File: src/rtl/tkss_pkg.sv
package tkss_pkg;

  localparam int unsigned SCORE_W  = 16;
  localparam int unsigned INDEX_W  = 10;
  localparam int unsigned TOPK_W   = 5;
  localparam int unsigned PADDR_W  = 3;
  localparam int unsigned PDATA_W  = 32;

  localparam logic [TOPK_W-1:0] TOPK_RESET = 5'd5;

  // word index of the top_k register
  localparam logic REG_TOP_K = 1'b0;

  typedef enum logic {
    ST_FILL,
    ST_DRAIN
  } state_e;

  typedef struct packed {
    logic               valid;
    logic [SCORE_W-1:0] score;
    logic [INDEX_W-1:0] cls;
  } entry_t;

  // broadcast from the controller to every cell
  typedef struct packed {
    logic               insert;
    logic               shift;
    logic               clear;
    logic [SCORE_W-1:0] score;
    logic [INDEX_W-1:0] cls;
  } cell_ctrl_t;

endpackage

File: src/rtl/tkss_cell.sv
module tkss_cell (
  input  logic                 clk_i,
  input  logic                 rst_ni,
  input  tkss_pkg::cell_ctrl_t ctrl_i,
  input  tkss_pkg::entry_t     prev_i,
  input  logic                 prev_take_i,
  input  tkss_pkg::entry_t     next_i,
  output tkss_pkg::entry_t     entry_o,
  output logic                 take_o
);

  logic                               valid_q, valid_d;
  logic [tkss_pkg::SCORE_W-1:0]       score_q, score_d;
  logic [tkss_pkg::INDEX_W-1:0]       cls_q, cls_d;

  // new entry ranks at or above this one (ties go to the later index)
  assign take_o = !valid_q || (score_q <= ctrl_i.score);

  always_comb begin
    valid_d = valid_q;
    score_d = score_q;
    cls_d   = cls_q;
    if (ctrl_i.clear) begin
      valid_d = 1'b0;
    end else if (ctrl_i.insert && take_o) begin
      if (prev_take_i) begin
        valid_d = prev_i.valid;
        score_d = prev_i.score;
        cls_d   = prev_i.cls;
      end else begin
        valid_d = 1'b1;
        score_d = ctrl_i.score;
        cls_d   = ctrl_i.cls;
      end
    end else if (ctrl_i.shift) begin
      valid_d = next_i.valid;
      score_d = next_i.score;
      cls_d   = next_i.cls;
    end
  end

  always_ff @(posedge clk_i or negedge rst_ni) begin
    if (!rst_ni) begin
      valid_q <= 1'b0;
    end else begin
      valid_q <= valid_d;
    end
  end

  always_ff @(posedge clk_i) begin
    score_q <= score_d;
    cls_q   <= cls_d;
  end

  assign entry_o = '{valid: valid_q, score: score_q, cls: cls_q};

endmodule

File: src/rtl/top_k_score_select.sv
// Streaming top-k selection over a vector of class scores.
// Input channel: score_i with vector_last_i, under in_valid_i / in_stall_o.
// The class index of a score is its position in the vector; positions at or
// beyond MAX_CHANNELS are not ranked. A row of MAX_K cells keeps the best
// entries sorted; each accepted score is compared in every cell at once and
// the row shifts down by one below the insertion point, so one score is
// taken per cycle while a vector streams in.
// On the transfer marked vector_last the block drains: the head cell moves
// to the output register and the row shifts up, one entry per cycle while
// the output is not stalled, best first, min(top_k, filled) entries with a
// top_k of 0 taken as 1, rank_last_o on the final one. While the drain runs
// in_stall_o is high, so no score is taken until it ends. A stall on the
// output channel holds the output register and pauses the drain. The row is
// cleared once the final entry is loaded. Reset empties the row, clears the
// output valid flag and sets top_k to 5. top_k is written over the APB port
// at word address 0.
module top_k_score_select #(
  parameter int unsigned MAX_K        = 16,
  parameter int unsigned MAX_CHANNELS = 1024
) (
  input  logic                           clk_i,
  input  logic                           rst_ni,
  input  logic                           psel,
  input  logic                           penable,
  input  logic                           pwrite,
  input  logic [tkss_pkg::PADDR_W-1:0]   paddr,
  input  logic [tkss_pkg::PDATA_W-1:0]   pwdata,
  output logic [tkss_pkg::PDATA_W-1:0]   prdata,
  output logic                           pready,
  input  logic                           in_valid_i,
  output logic                           in_stall_o,
  input  logic [tkss_pkg::SCORE_W-1:0]   score_i,
  input  logic                           vector_last_i,
  output logic                           out_valid_o,
  input  logic                           out_stall_i,
  output logic [tkss_pkg::INDEX_W-1:0]   class_index_o,
  output logic [tkss_pkg::SCORE_W-1:0]   class_score_o,
  output logic                           rank_last_o
);

  localparam int unsigned CNT_W = $clog2(MAX_K + 1);
  localparam int unsigned POS_W = $clog2(MAX_CHANNELS + 1);
  localparam int unsigned CMP_W = (CNT_W > tkss_pkg::TOPK_W) ? CNT_W : tkss_pkg::TOPK_W;

  tkss_pkg::state_e                state_q, state_d;
  logic [tkss_pkg::TOPK_W-1:0]     top_k_q;
  logic [POS_W-1:0]                pos_q, pos_d;
  logic [CNT_W-1:0]                filled_q, filled_d;
  logic [CNT_W-1:0]                remain_q, remain_d;
  logic                            out_valid_q, out_valid_d;
  logic [tkss_pkg::INDEX_W-1:0]    out_cls_q;
  logic [tkss_pkg::SCORE_W-1:0]    out_score_q;
  logic                            out_last_q;

  logic                            in_xfer, cfg_wr, do_insert, out_free, load;
  logic [CNT_W-1:0]                filled_ins;
  logic [CMP_W-1:0]                k_ext, k_clamp, fill_ext, n_ext;
  tkss_pkg::cell_ctrl_t            ctrl;
  tkss_pkg::entry_t                entry [MAX_K];
  logic                            take  [MAX_K];

  // configuration port
  assign pready = 1'b1;
  assign cfg_wr = psel && penable && pwrite && pready &&
                  (paddr[2] == tkss_pkg::REG_TOP_K);
  assign prdata = (paddr[2] == tkss_pkg::REG_TOP_K) ?
                  tkss_pkg::PDATA_W'(top_k_q) : '0;

  always_ff @(posedge clk_i or negedge rst_ni) begin
    if (!rst_ni) begin
      top_k_q <= tkss_pkg::TOPK_RESET;
    end else if (cfg_wr) begin
      top_k_q <= pwdata[tkss_pkg::TOPK_W-1:0];
    end
  end

  assign in_stall_o = (state_q == tkss_pkg::ST_DRAIN);
  assign in_xfer    = in_valid_i && !in_stall_o;
  assign do_insert  = in_xfer && (pos_q < POS_W'(MAX_CHANNELS));
  assign out_free   = !out_valid_q || !out_stall_i;
  assign load       = (state_q == tkss_pkg::ST_DRAIN) && out_free;

  assign filled_ins = (filled_q < CNT_W'(MAX_K)) ? filled_q + CNT_W'(1) : filled_q;

  // clamp top_k to 1..MAX_K and limit by the entries kept
  always_comb begin
    k_ext    = CMP_W'(top_k_q);
    fill_ext = CMP_W'(do_insert ? filled_ins : filled_q);
    if (k_ext == '0) begin
      k_clamp = CMP_W'(1);
    end else if (k_ext > CMP_W'(MAX_K)) begin
      k_clamp = CMP_W'(MAX_K);
    end else begin
      k_clamp = k_ext;
    end
    n_ext = (fill_ext < k_clamp) ? fill_ext : k_clamp;
  end

  always_comb begin
    ctrl.insert = do_insert;
    ctrl.shift  = load;
    ctrl.clear  = load && (remain_q == CNT_W'(1));
    ctrl.score  = score_i;
    ctrl.cls    = tkss_pkg::INDEX_W'(pos_q);
  end

  always_comb begin
    state_d     = state_q;
    pos_d       = pos_q;
    filled_d    = filled_q;
    remain_d    = remain_q;
    out_valid_d = out_valid_q;
    if (out_valid_q && !out_stall_i) begin
      out_valid_d = 1'b0;
    end
    case (state_q)
      tkss_pkg::ST_FILL: begin
        if (in_xfer) begin
          if (do_insert) begin
            pos_d    = pos_q + POS_W'(1);
            filled_d = filled_ins;
          end
          if (vector_last_i) begin
            pos_d    = '0;
            filled_d = '0;
            remain_d = CNT_W'(n_ext);
            state_d  = tkss_pkg::ST_DRAIN;
          end
        end
      end
      tkss_pkg::ST_DRAIN: begin
        if (load) begin
          out_valid_d = 1'b1;
          remain_d    = remain_q - CNT_W'(1);
          if (remain_q == CNT_W'(1)) begin
            state_d = tkss_pkg::ST_FILL;
          end
        end
      end
      default: begin
        state_d = tkss_pkg::ST_FILL;
      end
    endcase
  end

  always_ff @(posedge clk_i or negedge rst_ni) begin
    if (!rst_ni) begin
      state_q     <= tkss_pkg::ST_FILL;
      pos_q       <= '0;
      filled_q    <= '0;
      remain_q    <= '0;
      out_valid_q <= 1'b0;
    end else begin
      state_q     <= state_d;
      pos_q       <= pos_d;
      filled_q    <= filled_d;
      remain_q    <= remain_d;
      out_valid_q <= out_valid_d;
    end
  end

  always_ff @(posedge clk_i) begin
    if (load) begin
      out_cls_q   <= entry[0].cls;
      out_score_q <= entry[0].score;
      out_last_q  <= (remain_q == CNT_W'(1));
    end
  end

  for (genvar i = 0; i < MAX_K; i++) begin : g_cell
    tkss_pkg::entry_t prev_e, next_e;
    logic             prev_t;

    if (i == 0) begin : g_head
      assign prev_e = '0;
      assign prev_t = 1'b0;
    end else begin : g_body
      assign prev_e = entry[i-1];
      assign prev_t = take[i-1];
    end

    if (i == MAX_K - 1) begin : g_tail
      assign next_e = '0;
    end else begin : g_inner
      assign next_e = entry[i+1];
    end

    tkss_cell u_cell (
      .clk_i      (clk_i),
      .rst_ni     (rst_ni),
      .ctrl_i     (ctrl),
      .prev_i     (prev_e),
      .prev_take_i(prev_t),
      .next_i     (next_e),
      .entry_o    (entry[i]),
      .take_o     (take[i])
    );
  end

  assign out_valid_o   = out_valid_q;
  assign class_index_o = out_cls_q;
  assign class_score_o = out_score_q;
  assign rank_last_o   = out_last_q;

endmodule

File: config.mk
export PLATFORM = sky130hd
export DESIGN_NAME = top_k_score_select
export DESIGN_NICKNAME = d
export VERILOG_FILES = /design/src/rtl/tkss_pkg.sv /design/src/rtl/tkss_cell.sv /design/src/rtl/top_k_score_select.sv
export SDC_FILE = /design/constraint.sdc
export NUM_CORES = 1
export LEC_CHECK = 0
export ABC_AREA = 0
export BUFFER_PORTS_ARGS = -buffer_cell sky130_fd_sc_hd__buf_2
export CAP_MARGIN = 10
export CORE_UTILIZATION = 40
export CTS_CLUSTER_SIZE = 28
export DETAILED_ROUTE_END_ITERATION = 8
export REMOVE_ABC_BUFFERS = 1
export SLEW_MARGIN = 20
export SYNTH_ARGS = -nofsm -noshare
export SYNTH_HDL_FRONTEND = slang
export SYNTH_HIERARCHICAL = 1
export SYNTH_SLANG_ARGS = --single-unit
export TNS_END_PERCENT = 50
File: constraint.sdc
create_clock -name clk_i -period 9.35 [get_ports clk_i]
set_clock_uncertainty 0.05 [all_clocks]
set_input_delay 0 -clock clk_i [delete_from_list [all_inputs] [get_ports clk_i]]
set_output_delay 0 -clock clk_i [all_outputs]
set_load 0.02 [all_outputs]
Yosys cells after proc, flatten, opt, wreduce, memory -nomap -nowiden:

Index checks and enable logic that the tools add are counted.
Widths: inputs -> output; s select.

* reductions and logical operators: 113
* magnitude comparators: 20
* equal/unequal tests: 4
* $add $sub $neg: 3
* bitwise operators: 3
* multiplexer cells: 178

Operators by type and width (number)
* $mux 16: 47
* $mux 10: 47
* $le 16x16->1: 16
* $mux 1: 70
* $mux 5: 10
* $reduce_bool 3->1: 16
* $reduce_and 2->1: 17
* $reduce_bool 2->1: 17
* $logic_and 1x1->1: 24
* $mux 11: 2
* $logic_not 1->1: 19
* $logic_or 1x1->1: 17
* $add 11x1->11 const B: 1
* $lt 11x11->1 const B: 1
* $pmux 5 s2: 1
* $reduce_and 3->1: 2
* $add 5x1->5 const B: 1
* $eq 5x1->1 const B: 1
* $gt 5x5->1 const B: 1
* $logic_not 5->1: 1
* $lt 5x5->1: 1
* $lt 5x5->1 const B: 1
* $sub 5x1->5 const B: 1
* $ne 2x2->1 const B: 2
* 3 further kinds: 5

* register bits after elaboration: 487
* input bits: 59
* output and inout bits: 62
* word-level logic and storage cells: 378

Logic depth before layout (Yosys ltp):

Gate-level depths: netlist of the first run.

* depth in word-level cells: 9
* mapped depth: 12
* depth with buffers taken out: 9

Cells and area by module:

Netlist of the first run, hierarchy kept.

By module, submodules not included
* tkss_cell at g_cell[0].u_cell ...: sequential area each 805.8 µm², area an instance 1970.6 µm², instances 15, cells an instance 168
* top_k_score_select: sequential area each 1514.0 µm², area an instance 2693.8 µm², instances 1, cells an instance 232
* tkss_cell at g_cell[9].u_cell: sequential area each 805.8 µm², area an instance 1970.6 µm², instances 1, cells an instance 171

Least setup slack after synthesis of the first run:

OpenSTA, ideal clock, no wires.

* kind: reg-to-reg
* start point: reg state_q, in the netlist in_stall_o
* end point: reg g_cell[9].u_cell/cls_q[0] in the netlist's numbering, enable pin
* library setup time: 0.418 ns
* clock period less this slack: 4.415 ns
* required time: 8.882 ns
* arrival: 3.947 ns
* stages on the path, launching flop included: 10
* slack: 4.935 ns
* buffers on the path: 3
* path through: dfrtp_1 -> clkbuf_1 -> nand2b_1 -> buf_2 -> nor2_1 -> inv_1 -> a211oi_1 -> a32oi_4 -> buf_6 -> a21oi_1

RTL lines
* start, declared: RTL line top_k_score_select.sv:45 `tkss_pkg::state_e state_q, state_d;`
* start signal, assigned: RTL line top_k_score_select.sv:148 `state_q <= tkss_pkg::ST_FILL;`
* start signal, assigned: RTL line top_k_score_select.sv:154 `state_q <= state_d;`
* end signal, assigned: RTL line tkss_cell.sv:52 `cls_q <= cls_d;`
* end, declared: RTL line tkss_cell.sv:14 `logic [tkss_pkg::INDEX_W-1:0] cls_q, cls_d;`

==> impl_metrics.toml, run 1 <==
[global_route]
grt_pass1_vias = 21579
grt-ovfl-total = 0
grt_first_pass_wirelength_mm = 116.1
grt_usage = 0.1646
antenna_found_initial = 0
grt_max_degree = 59

[synth]
syn_area_sq_um = 34220
yosysWarnings = 6
syn_inst = 2922
avgSynthCellArea_sq_um = 11.71

[drt]
drtPass1Iterations = 4
drtIter0Drc = 1049
wire_per_inst_um = 17.02
vias = 20991
drt_wl_total_mm = 71.35
ant_nets = 0
drc = 0
routed_via_density = 5.006

[layout]
final-seq-area_sq_um = 14410
nets = 3337
syn_to_final_growth_pct = 9.277
drive_above_1_share = 0.2824
final.fill_count = 7790
multi_input_area_sq_um = 18110
antenna_cells = 0

[cts]
ctsResizeCount = 0
cts_buffers = 56
clkTransAtPathRegs_ps = 60
cts-root-buf = "clkbuf_16"
clk_latency_ps = 610
cts_buffer_depth = 3
cts_hold_buf = 15
cts_tree = "done"
post_cts_buffers = 0
cts_max_level = 2
clkSinkCount = 487

[die]
num_io_pins = 121
start_util = 0.4069
die_h_um = 294.5
chipWidth_um = 294.5
design.core.area_sq_um = 84090
dieArea_sq_um = 86710
rows = 106

[worst_hold_path]
hp-start = "out_stall_i"
holdCritPathClass = "in -> reg"
whs_endpoint = "out_valid_o$_DFF_PN0_"
min_path_cells = 4

[power_and_ir_drop]
p_per_area_nw_per_um2 = 358.1
vdd_drop_max_mv = 0.1558
p_leak_nw = 15.50

[timing]
timing.fmax_ghz = 0.2241
fin_crit_ps = 4463
slew_violations = 0
finalSetupTns_ps = 0
grt_setup_unrepaired = "false"
tightestPinTransition_ps = 1014
period_share = 0.4773
relSlewSlack = 0.3243
setup-violations-final = 0
final_hold_viol_count = 0
whs_ps = 91.77

[setup_path]
critPathKind = "reg -> reg"
crit_path_end_kind = "flip-flop"
cp-startpoint = "in_stall_o$_DFF_PN0_"
path_max_fanout = 26
rr_endpoint = "g_cell[13].u_cell/score_q[10]$_DFFE_PP_"
crit_required_ps = 9540
critical_path_arrival_ps = 4650
worstRegToRegCells = 8
timing.rr.start = "in_stall_o$_DFF_PN0_"
r2r_slack_ps = 4890
critPathLaunchType = "flip-flop"

[run]
maxCapViolations = 0

[placement]
gp_congestion = 0.8061
post-dp-hpwl_mm = 54.16
io_buffers = 63

[run_status]
status = "complete, no violations"
registers in the layout, summed over array words and instances (netlist names):
signal,flops
k_ext,5
class_index_o,10
g_cell.u_cell/score_q,256
pos_q,11
class_score_o,16
in_stall_o,1
remain_q,5
out_valid_o,1
rank_last_o,1
g_cell.u_cell/valid_q,16
filled_q,5
g_cell.u_cell/cls_q,160
per-layer routing:
layer | vias to the layer above | track usage | wire length, um
met5 | - | 0 | 0
met4 | 0 | 0.03989 | 1354
met3 | 88 | 0.01885 | 1927
met2 | 263 | 0.2711 | 32790
met1 | 9862 | 0.2297 | 35270
li1 | 10778 | - | -
area by class of cell:
type	instances	area share
Inverter	296	0.02975
Timing Repair Buffer	114	0.01968
Sequential cell	487	0.3853
Clock inverter	24	0.002610
Tap cell	1134	0.03795
Multi-Input combinational cell	2059	0.4844
Clock buffer	79	0.04036
cell usage in the layout (no fill, tap or decap), drive strengths merged, types with 50 or more instances in the layout:
| cell type | count |
|---|---|
| nand2 | 325 |
| buf | 99 |
| conb | 83 |
| nor2 | 50 |
| o21ai | 284 |
| edfxtp | 443 |
| a21oi | 124 |
| mux2 | 616 |
| nand4 | 67 |
| clkbuf | 79 |
| inv | 295 |
| ha | 264 |
worst max-delay path: stages, from the launching register on:
cell	delay [ps]
dfrtp_1	520
nand2b_1	540
nor2_2	190
buf_4	370
inv_1	150
or3_4	400
o32ai_4	770
buf_4	400
o21ba_2	650
through the flow:
step	instances	util	cell area, sq um	power [mW]	setup WS (ps)
after floorplan	2842	-	33510	9.844	3973
after global placement	4075	0.4238	35630	11.27	4899
after detailed placement	4075	0.4238	35630	11.44	4826
after CTS	4193	0.4447	37390	13.51	4825
after global routing	4193	0.4447	37390	14.41	4648
final	4193	0.4447	37390	13.39	4887
worst max path at each step:
stage                                                          to  cells past startpoint  slack (ps)
after floorplan             g_cell[9].u_cell/score_q[4]$_DFFE_PP_                      7        3970
after global placement    g_cell[13].u_cell/score_q[11]$_DFFE_PP_                      8        4900
after detailed placement  g_cell[13].u_cell/score_q[10]$_DFFE_PP_                      8        4830
after CTS                    g_cell[13].u_cell/cls_q[3]$_DFFE_PP_                      8        4830
after global routing      g_cell[13].u_cell/score_q[12]$_DFFE_PP_                      8        4650
final                     g_cell[13].u_cell/score_q[10]$_DFFE_PP_                      8        4890
report_power, final:
| group | internal, mW | switching [mW] | total (mW) |
|---|---|---|---|
| registers | 4.11 | 0.841 | 4.95 |
| logic | 3.24 | 3.20 | 6.44 |
| clock network | 1.11 | 0.886 | 2.00 |
No activity file was read; power rests on OpenSTA's default activity.
==> run 2: changes to the inputs <==
==> constraint.sdc (replaced) <==
create_clock -name clk_i -period 4.6 [get_ports clk_i]
set_clock_uncertainty 0.05 [all_clocks]
set_input_delay 0 -clock clk_i [delete_from_list [all_inputs] [get_ports clk_i]]
set_output_delay 0 -clock clk_i [all_outputs]
set_load 0.02 [all_outputs]
==> impl_metrics.toml, run 2 (synthesis results as in run 1) <==
[setup_path]
critPathKind = "reg -> reg"
crit_path_end_kind = "flip-flop"
critPathLaunchType = "flip-flop"
worstPathCellList = "buf_4, nand2b_1, buf_4, nor2_2, buf_4, inv_1, or3_4, o32ai_4, buf_4, o21ba_2"
slowest_stage = "o21ba_2"
crit_required_ps = 4780
cpPeakStageDelay_ps = 630
critical_path_arrival_ps = 3690
crit_path_frequent_cell = "buf_4"
path_max_fanout = 26

[cts]
cts_tree = "done"
ctsResizeCount = 0
post_cts_buffers = 0
cts_max_level = 2
clkSinkCount = 487
cts_buffers = 57
clk_latency_ps = 610
cts_buffer_depth = 3
clkTransAtPathRegs_ps = 60
cts-root-buf = "clkbuf_16"

[global_route]
grt_pass1_vias = 21648
grt_usage = 0.1657
grt_use_met2 = 0.2786
grt_max_degree = 45
antenna_found_initial = 0
met1_usage = 0.2267
grt-ovfl-total = 0
grt.busiest_layer = "met2"
grt_first_pass_wirelength_mm = 116.7
grt_util_met3 = 0.01832

[layout]
regMostFlops = "g_cell.u_cell/score_q"
syn_to_final_growth_pct = 9.983
reg_top3 = "g_cell.u_cell/score_q (256), g_cell.u_cell/cls_q (160)"
final_common_cell = "edfxtp_1"
post-route-util = 0.4475
fin_cells = 4215
nets = 3358
antenna_cells = 0
final.fill_count = 7819
layout_common_cells = "edfxtp_1 (443), nand2_1 (325), mux2_2 (312)"
drive_above_1_share = 0.2882
largest_reg_flops = 256

[die]
chipWidth_um = 294.5
die_h_um = 294.5
rows = 106
design.core.area_sq_um = 84090
dieArea_sq_um = 86710
start_util = 0.4069
num_io_pins = 121

[placement]
post-dp-hpwl_mm = 55.05
gp_congestion = 0.8272
dp.cells = 4095
io_buffers = 63

[drt]
vias = 21123
drtIter0Drc = 1121
drc = 0
wire_per_inst_um = 17.01
drt_wl_total_mm = 71.68
ant_nets = 0
routed_via_density = 5.011
drtPass1Iterations = 7

[power_and_ir_drop]
p_leak_nw = 15.64
vdd_drop_max_mv = 0.3460
p_total_mw = 27.40
p_per_area_nw_per_um2 = 728.2

[timing]
final_hold_viol_count = 0
relSlewSlack = 0.2965
setup-violations-final = 0
whs_ps = 8.322
grt_setup_unrepaired = "false"
period_share = 0.7620
tightestPinTransition_ps = 1055
slew_violations = 0
fin_crit_ps = 3505
timing.fmax_ghz = 0.2853

[run_status]
status = "complete, no violations"

[run]
maxCapViolations = 0

[worst_hold_path]
holdCritPathClass = "in -> async"
## run 2: what timing repair did
item                                    CTS  global route
hold buffers                             15             0
endpoints found under the hold margin    71             0
endpoints found under the setup margin    0             0
## run 2: path summary, 6_finish.rpt
| kind | start | endpoint | slack, ps | depth (start not counted) |
|---|---|---|---|---|
| worst max-delay path | in_stall_o$_DFF_PN0_ | g_cell[4].u_cell/score_q[7]$_DFFE_PP_ | 1090 | 10 |
| worst min-delay path | rst_ni | k_ext[1]$_DFFE_PN0P_ | 8 | 3 |
| worst max register to register | in_stall_o$_DFF_PN0_ | g_cell[4].u_cell/score_q[7]$_DFFE_PP_ | 1090 | 10 |
| worst min register to register | g_cell[0].u_cell/cls_q[4]$_DFFE_PP_ | class_index_o[4]$_DFFE_PP_ | 410 | 0 |
| max in group asynchronous | rst_ni | g_cell[0].u_cell/valid_q$_DFFE_PN0P_ | 4000 | 3 |
| min in group clk_i | score_i[9] | g_cell[2].u_cell/score_q[9]$_DFFE_PP_ | 90 | 4 |
## run 2: stage by stage
stage | setup TNS (ps) | cell area [sq um] | setup WS, ps
finish | 0 | 37630 | 1095
global route | 0 | 37630 | 873.0
CTS | 0 | 37630 | 1042
detailed placement | 0 | 35780 | 1061
global placement | 0 | 35780 | 1114
floorplan | -254970 | 33510 | -776.9
## run 2: final cells by class
type                            instances  area (sq um)  area share
Inverter                              296          1112     0.02956
Clock inverter                         16         68.82    0.001829
Clock buffer                           89          1629     0.04329
Multi-Input combinational cell       2059         18110      0.4812
Tap cell                             1134          1419     0.03770
Timing Repair Buffer                  134         885.9     0.02354
Sequential cell                       487         14410      0.3828
## run 2: where the power goes
| part | internal (mW) | switching, mW |
|---|---|---|
| logic | 6.63 | 6.51 |
| clock network | 2.41 | 1.79 |
| registers | 8.36 | 1.71 |
| total | 17.4 | 10.0 |
## run 2: per-layer routing
metal  up-vias  share of wire
met2       268           0.46
met4         0          0.019
met1      9944           0.49
met3        84          0.028
li1      10827              -
met5         -              0
## run 2: worst max-delay path: cells and delay by family (launching register included)
kind	cells	cell delay [ps]
buffers and inverters	5	1170
AO/OA/AOI/OAI	2	850
AND/OR/NAND/NOR	3	660
flip-flops	1	350
==> run 3: changes to the inputs <==
==> constraint.sdc (replaced) <==
create_clock -name clk_i -period 3.6 [get_ports clk_i]
set_clock_uncertainty 0.05 [all_clocks]
set_input_delay 0 -clock clk_i [delete_from_list [all_inputs] [get_ports clk_i]]
set_output_delay 0 -clock clk_i [all_outputs]
set_load 0.02 [all_outputs]
==> impl_metrics.toml, run 3 (synthesis results as in run 1) <==
[power_and_ir_drop]
seqPwrFrac = 0.360
vdd_drop_max_mv = 0.5484
p_leak_nw = 15.83
power.switching_mw = 12.99
p_per_area_nw_per_um2 = 936.1
p_int_mw = 22.56
pwr-share-clk = 0.153
p_total_mw = 35.55
p_sw_frac = 0.3655
combPwrFrac = 0.487

[setup_path]
slowest_stage = "a31o_2"
critical_path_arrival_ps = 3380
worstPathCellList = "ha_1, nand4_1, o41ai_1, buf_4, a31o_2, mux2_2, mux2_2"
path_max_fanout = 28
critPathLaunchType = "flip-flop"
critPathKind = "reg -> reg"
crit_required_ps = 3910
cpPeakStageDelay_ps = 500
crit_path_end_kind = "flip-flop"
crit_path_frequent_cell = "mux2_2"

[drt]
drt_wl_total_mm = 71.63
ant_nets = 0
drtIter0Drc = 1175
vias = 21112
drtPass1Iterations = 5
wire_per_inst_um = 16.93
routed_via_density = 4.989
drc = 0

[cts]
cts_tree = "done"
cts_max_level = 2
ctsResizeCount = 0
clk_latency_ps = 630
cts_buffer_depth = 3
cts_buffers = 57
cts-root-buf = "clkbuf_16"
clkSinkCount = 487
clkTransAtPathRegs_ps = 60

[worst_hold_path]
holdCritPathClass = "in -> reg"

[global_route]
grt_pass1_vias = 21638
grt_max_degree = 45
antenna_found_initial = 0
grt_usage = 0.1659
grt-ovfl-total = 0
grt_first_pass_wirelength_mm = 116.7

[run]
maxCapViolations = 0

[layout]
nets = 3374
final.fill_count = 7795
reg_top3 = "g_cell.u_cell/score_q (256), g_cell.u_cell/cls_q (160)"
final_common_cell = "edfxtp_1"
antenna_cells = 0
layout_common_cells = "edfxtp_1 (443), nand2_1 (325), mux2_2 (312)"
largest_reg_flops = 256
regMostFlops = "g_cell.u_cell/score_q"
drive_above_1_share = 0.2941
final-seq-area_sq_um = 14410
syn_to_final_growth_pct = 10.99
multi_input_area_sq_um = 18110

[die]
design.core.area_sq_um = 84090
rows = 106
num_io_pins = 121
die_h_um = 294.5
chipWidth_um = 294.5
start_util = 0.4069
dieArea_sq_um = 86710

[timing]
fin_crit_ps = 3066
period_share = 0.8517
grt_setup_unrepaired = "false"
tightestPinTransition_ps = 876.4
relSlewSlack = 0.4157
setup-violations-final = 0
timing.fmax_ghz = 0.3261
final_hold_viol_count = 0
whs_ps = 64.30
slew_violations = 0

[placement]
post-dp-hpwl_mm = 55.07
gp_congestion = 0.8218
io_buffers = 63

[run_status]
status = "complete, no violations"
==> run 3: power groups by stage <==
stage               sequential (mW)  clock [mW]  combinational (mW)
floorplan                      12.2           0                13.3
finish                         12.8        5.43                17.3
detailed placement             12.9           0                17.4
CTS                            12.8        5.60                17.5
global placement               12.8           0                17.0
global route                   13.2        5.80                19.2
==> run 3: path summary, 6_finish.rpt <==
path                                                   startpoint                                     to  slack, ps  depth (start not counted)
max                        g_cell[9].u_cell/score_q[11]$_DFFE_PP_   g_cell[10].u_cell/cls_q[9]$_DFFE_PP_        530                          7
min                                                   out_stall_i                  out_valid_o$_DFF_PN0_         60                          4
max reg2reg                g_cell[9].u_cell/score_q[11]$_DFFE_PP_   g_cell[10].u_cell/cls_q[9]$_DFFE_PP_        530                          7
min reg2reg                   g_cell[0].u_cell/cls_q[8]$_DFFE_PP_             class_index_o[8]$_DFFE_PP_        400                          0
max in group asynchronous                                  rst_ni  g_cell[10].u_cell/valid_q$_DFFE_PN0P_       2510                          4
min in group asynchronous                                  rst_ni                remain_q[0]$_DFFE_PN0P_        540                          4
==> run 3: repair_timing <==
item / in CTS / in global routing
hold buffers: 16 / 0
endpoints found under the hold margin: 71 / 0
buffers inserted: 0 / 0
==> run 3: per-layer routing <==
| layer | wire [um] | global-route usage | vias to the layer above |
|---|---|---|---|
| met5 | 0 | 0 | - |
| met4 | 1381 | 0.04116 | 0 |
| met3 | 1815 | 0.01848 | 86 |
| met2 | 33170 | 0.2765 | 234 |
| met1 | 35270 | 0.2285 | 9923 |
| li1 | - | - | 10869 |
==> run 3: metrics by stage <==
step                setup slack (ps)  setup TNS (ps)  cells  cell area (sq um)    util
floorplan                      -1777        -1028440   2842              33510       -
global placement               513.9               0   4110              36100  0.4293
detailed placement             471.6               0   4110              36100  0.4293
CTS                            492.5               0   4232              37980  0.4516
global route                   398.0               0   4232              37980  0.4516
finish                         533.9               0   4232              37980  0.4516
==> run 3: layout make-up <==
class | instances | share of cell area
Clock buffer | 78 | 0.04069
Inverter | 296 | 0.02929
Timing Repair Buffer | 150 | 0.03183
Clock inverter | 28 | 0.004580
Tap cell | 1134 | 0.03736
Multi-Input combinational cell | 2059 | 0.4769
Sequential cell | 487 | 0.3794
==> run 3: worst max-delay path: cells and delay by family, from the launching register on <==
kind / cells / cell delay (ps)
buffers and inverters: 1 / 190
multiplexers: 2 / 670
AO/OA/AOI/OAI: 2 / 920
flip-flops: 1 / 420
adder cells (fa/ha/maj): 1 / 340
AND/OR/NAND/NOR: 1 / 220
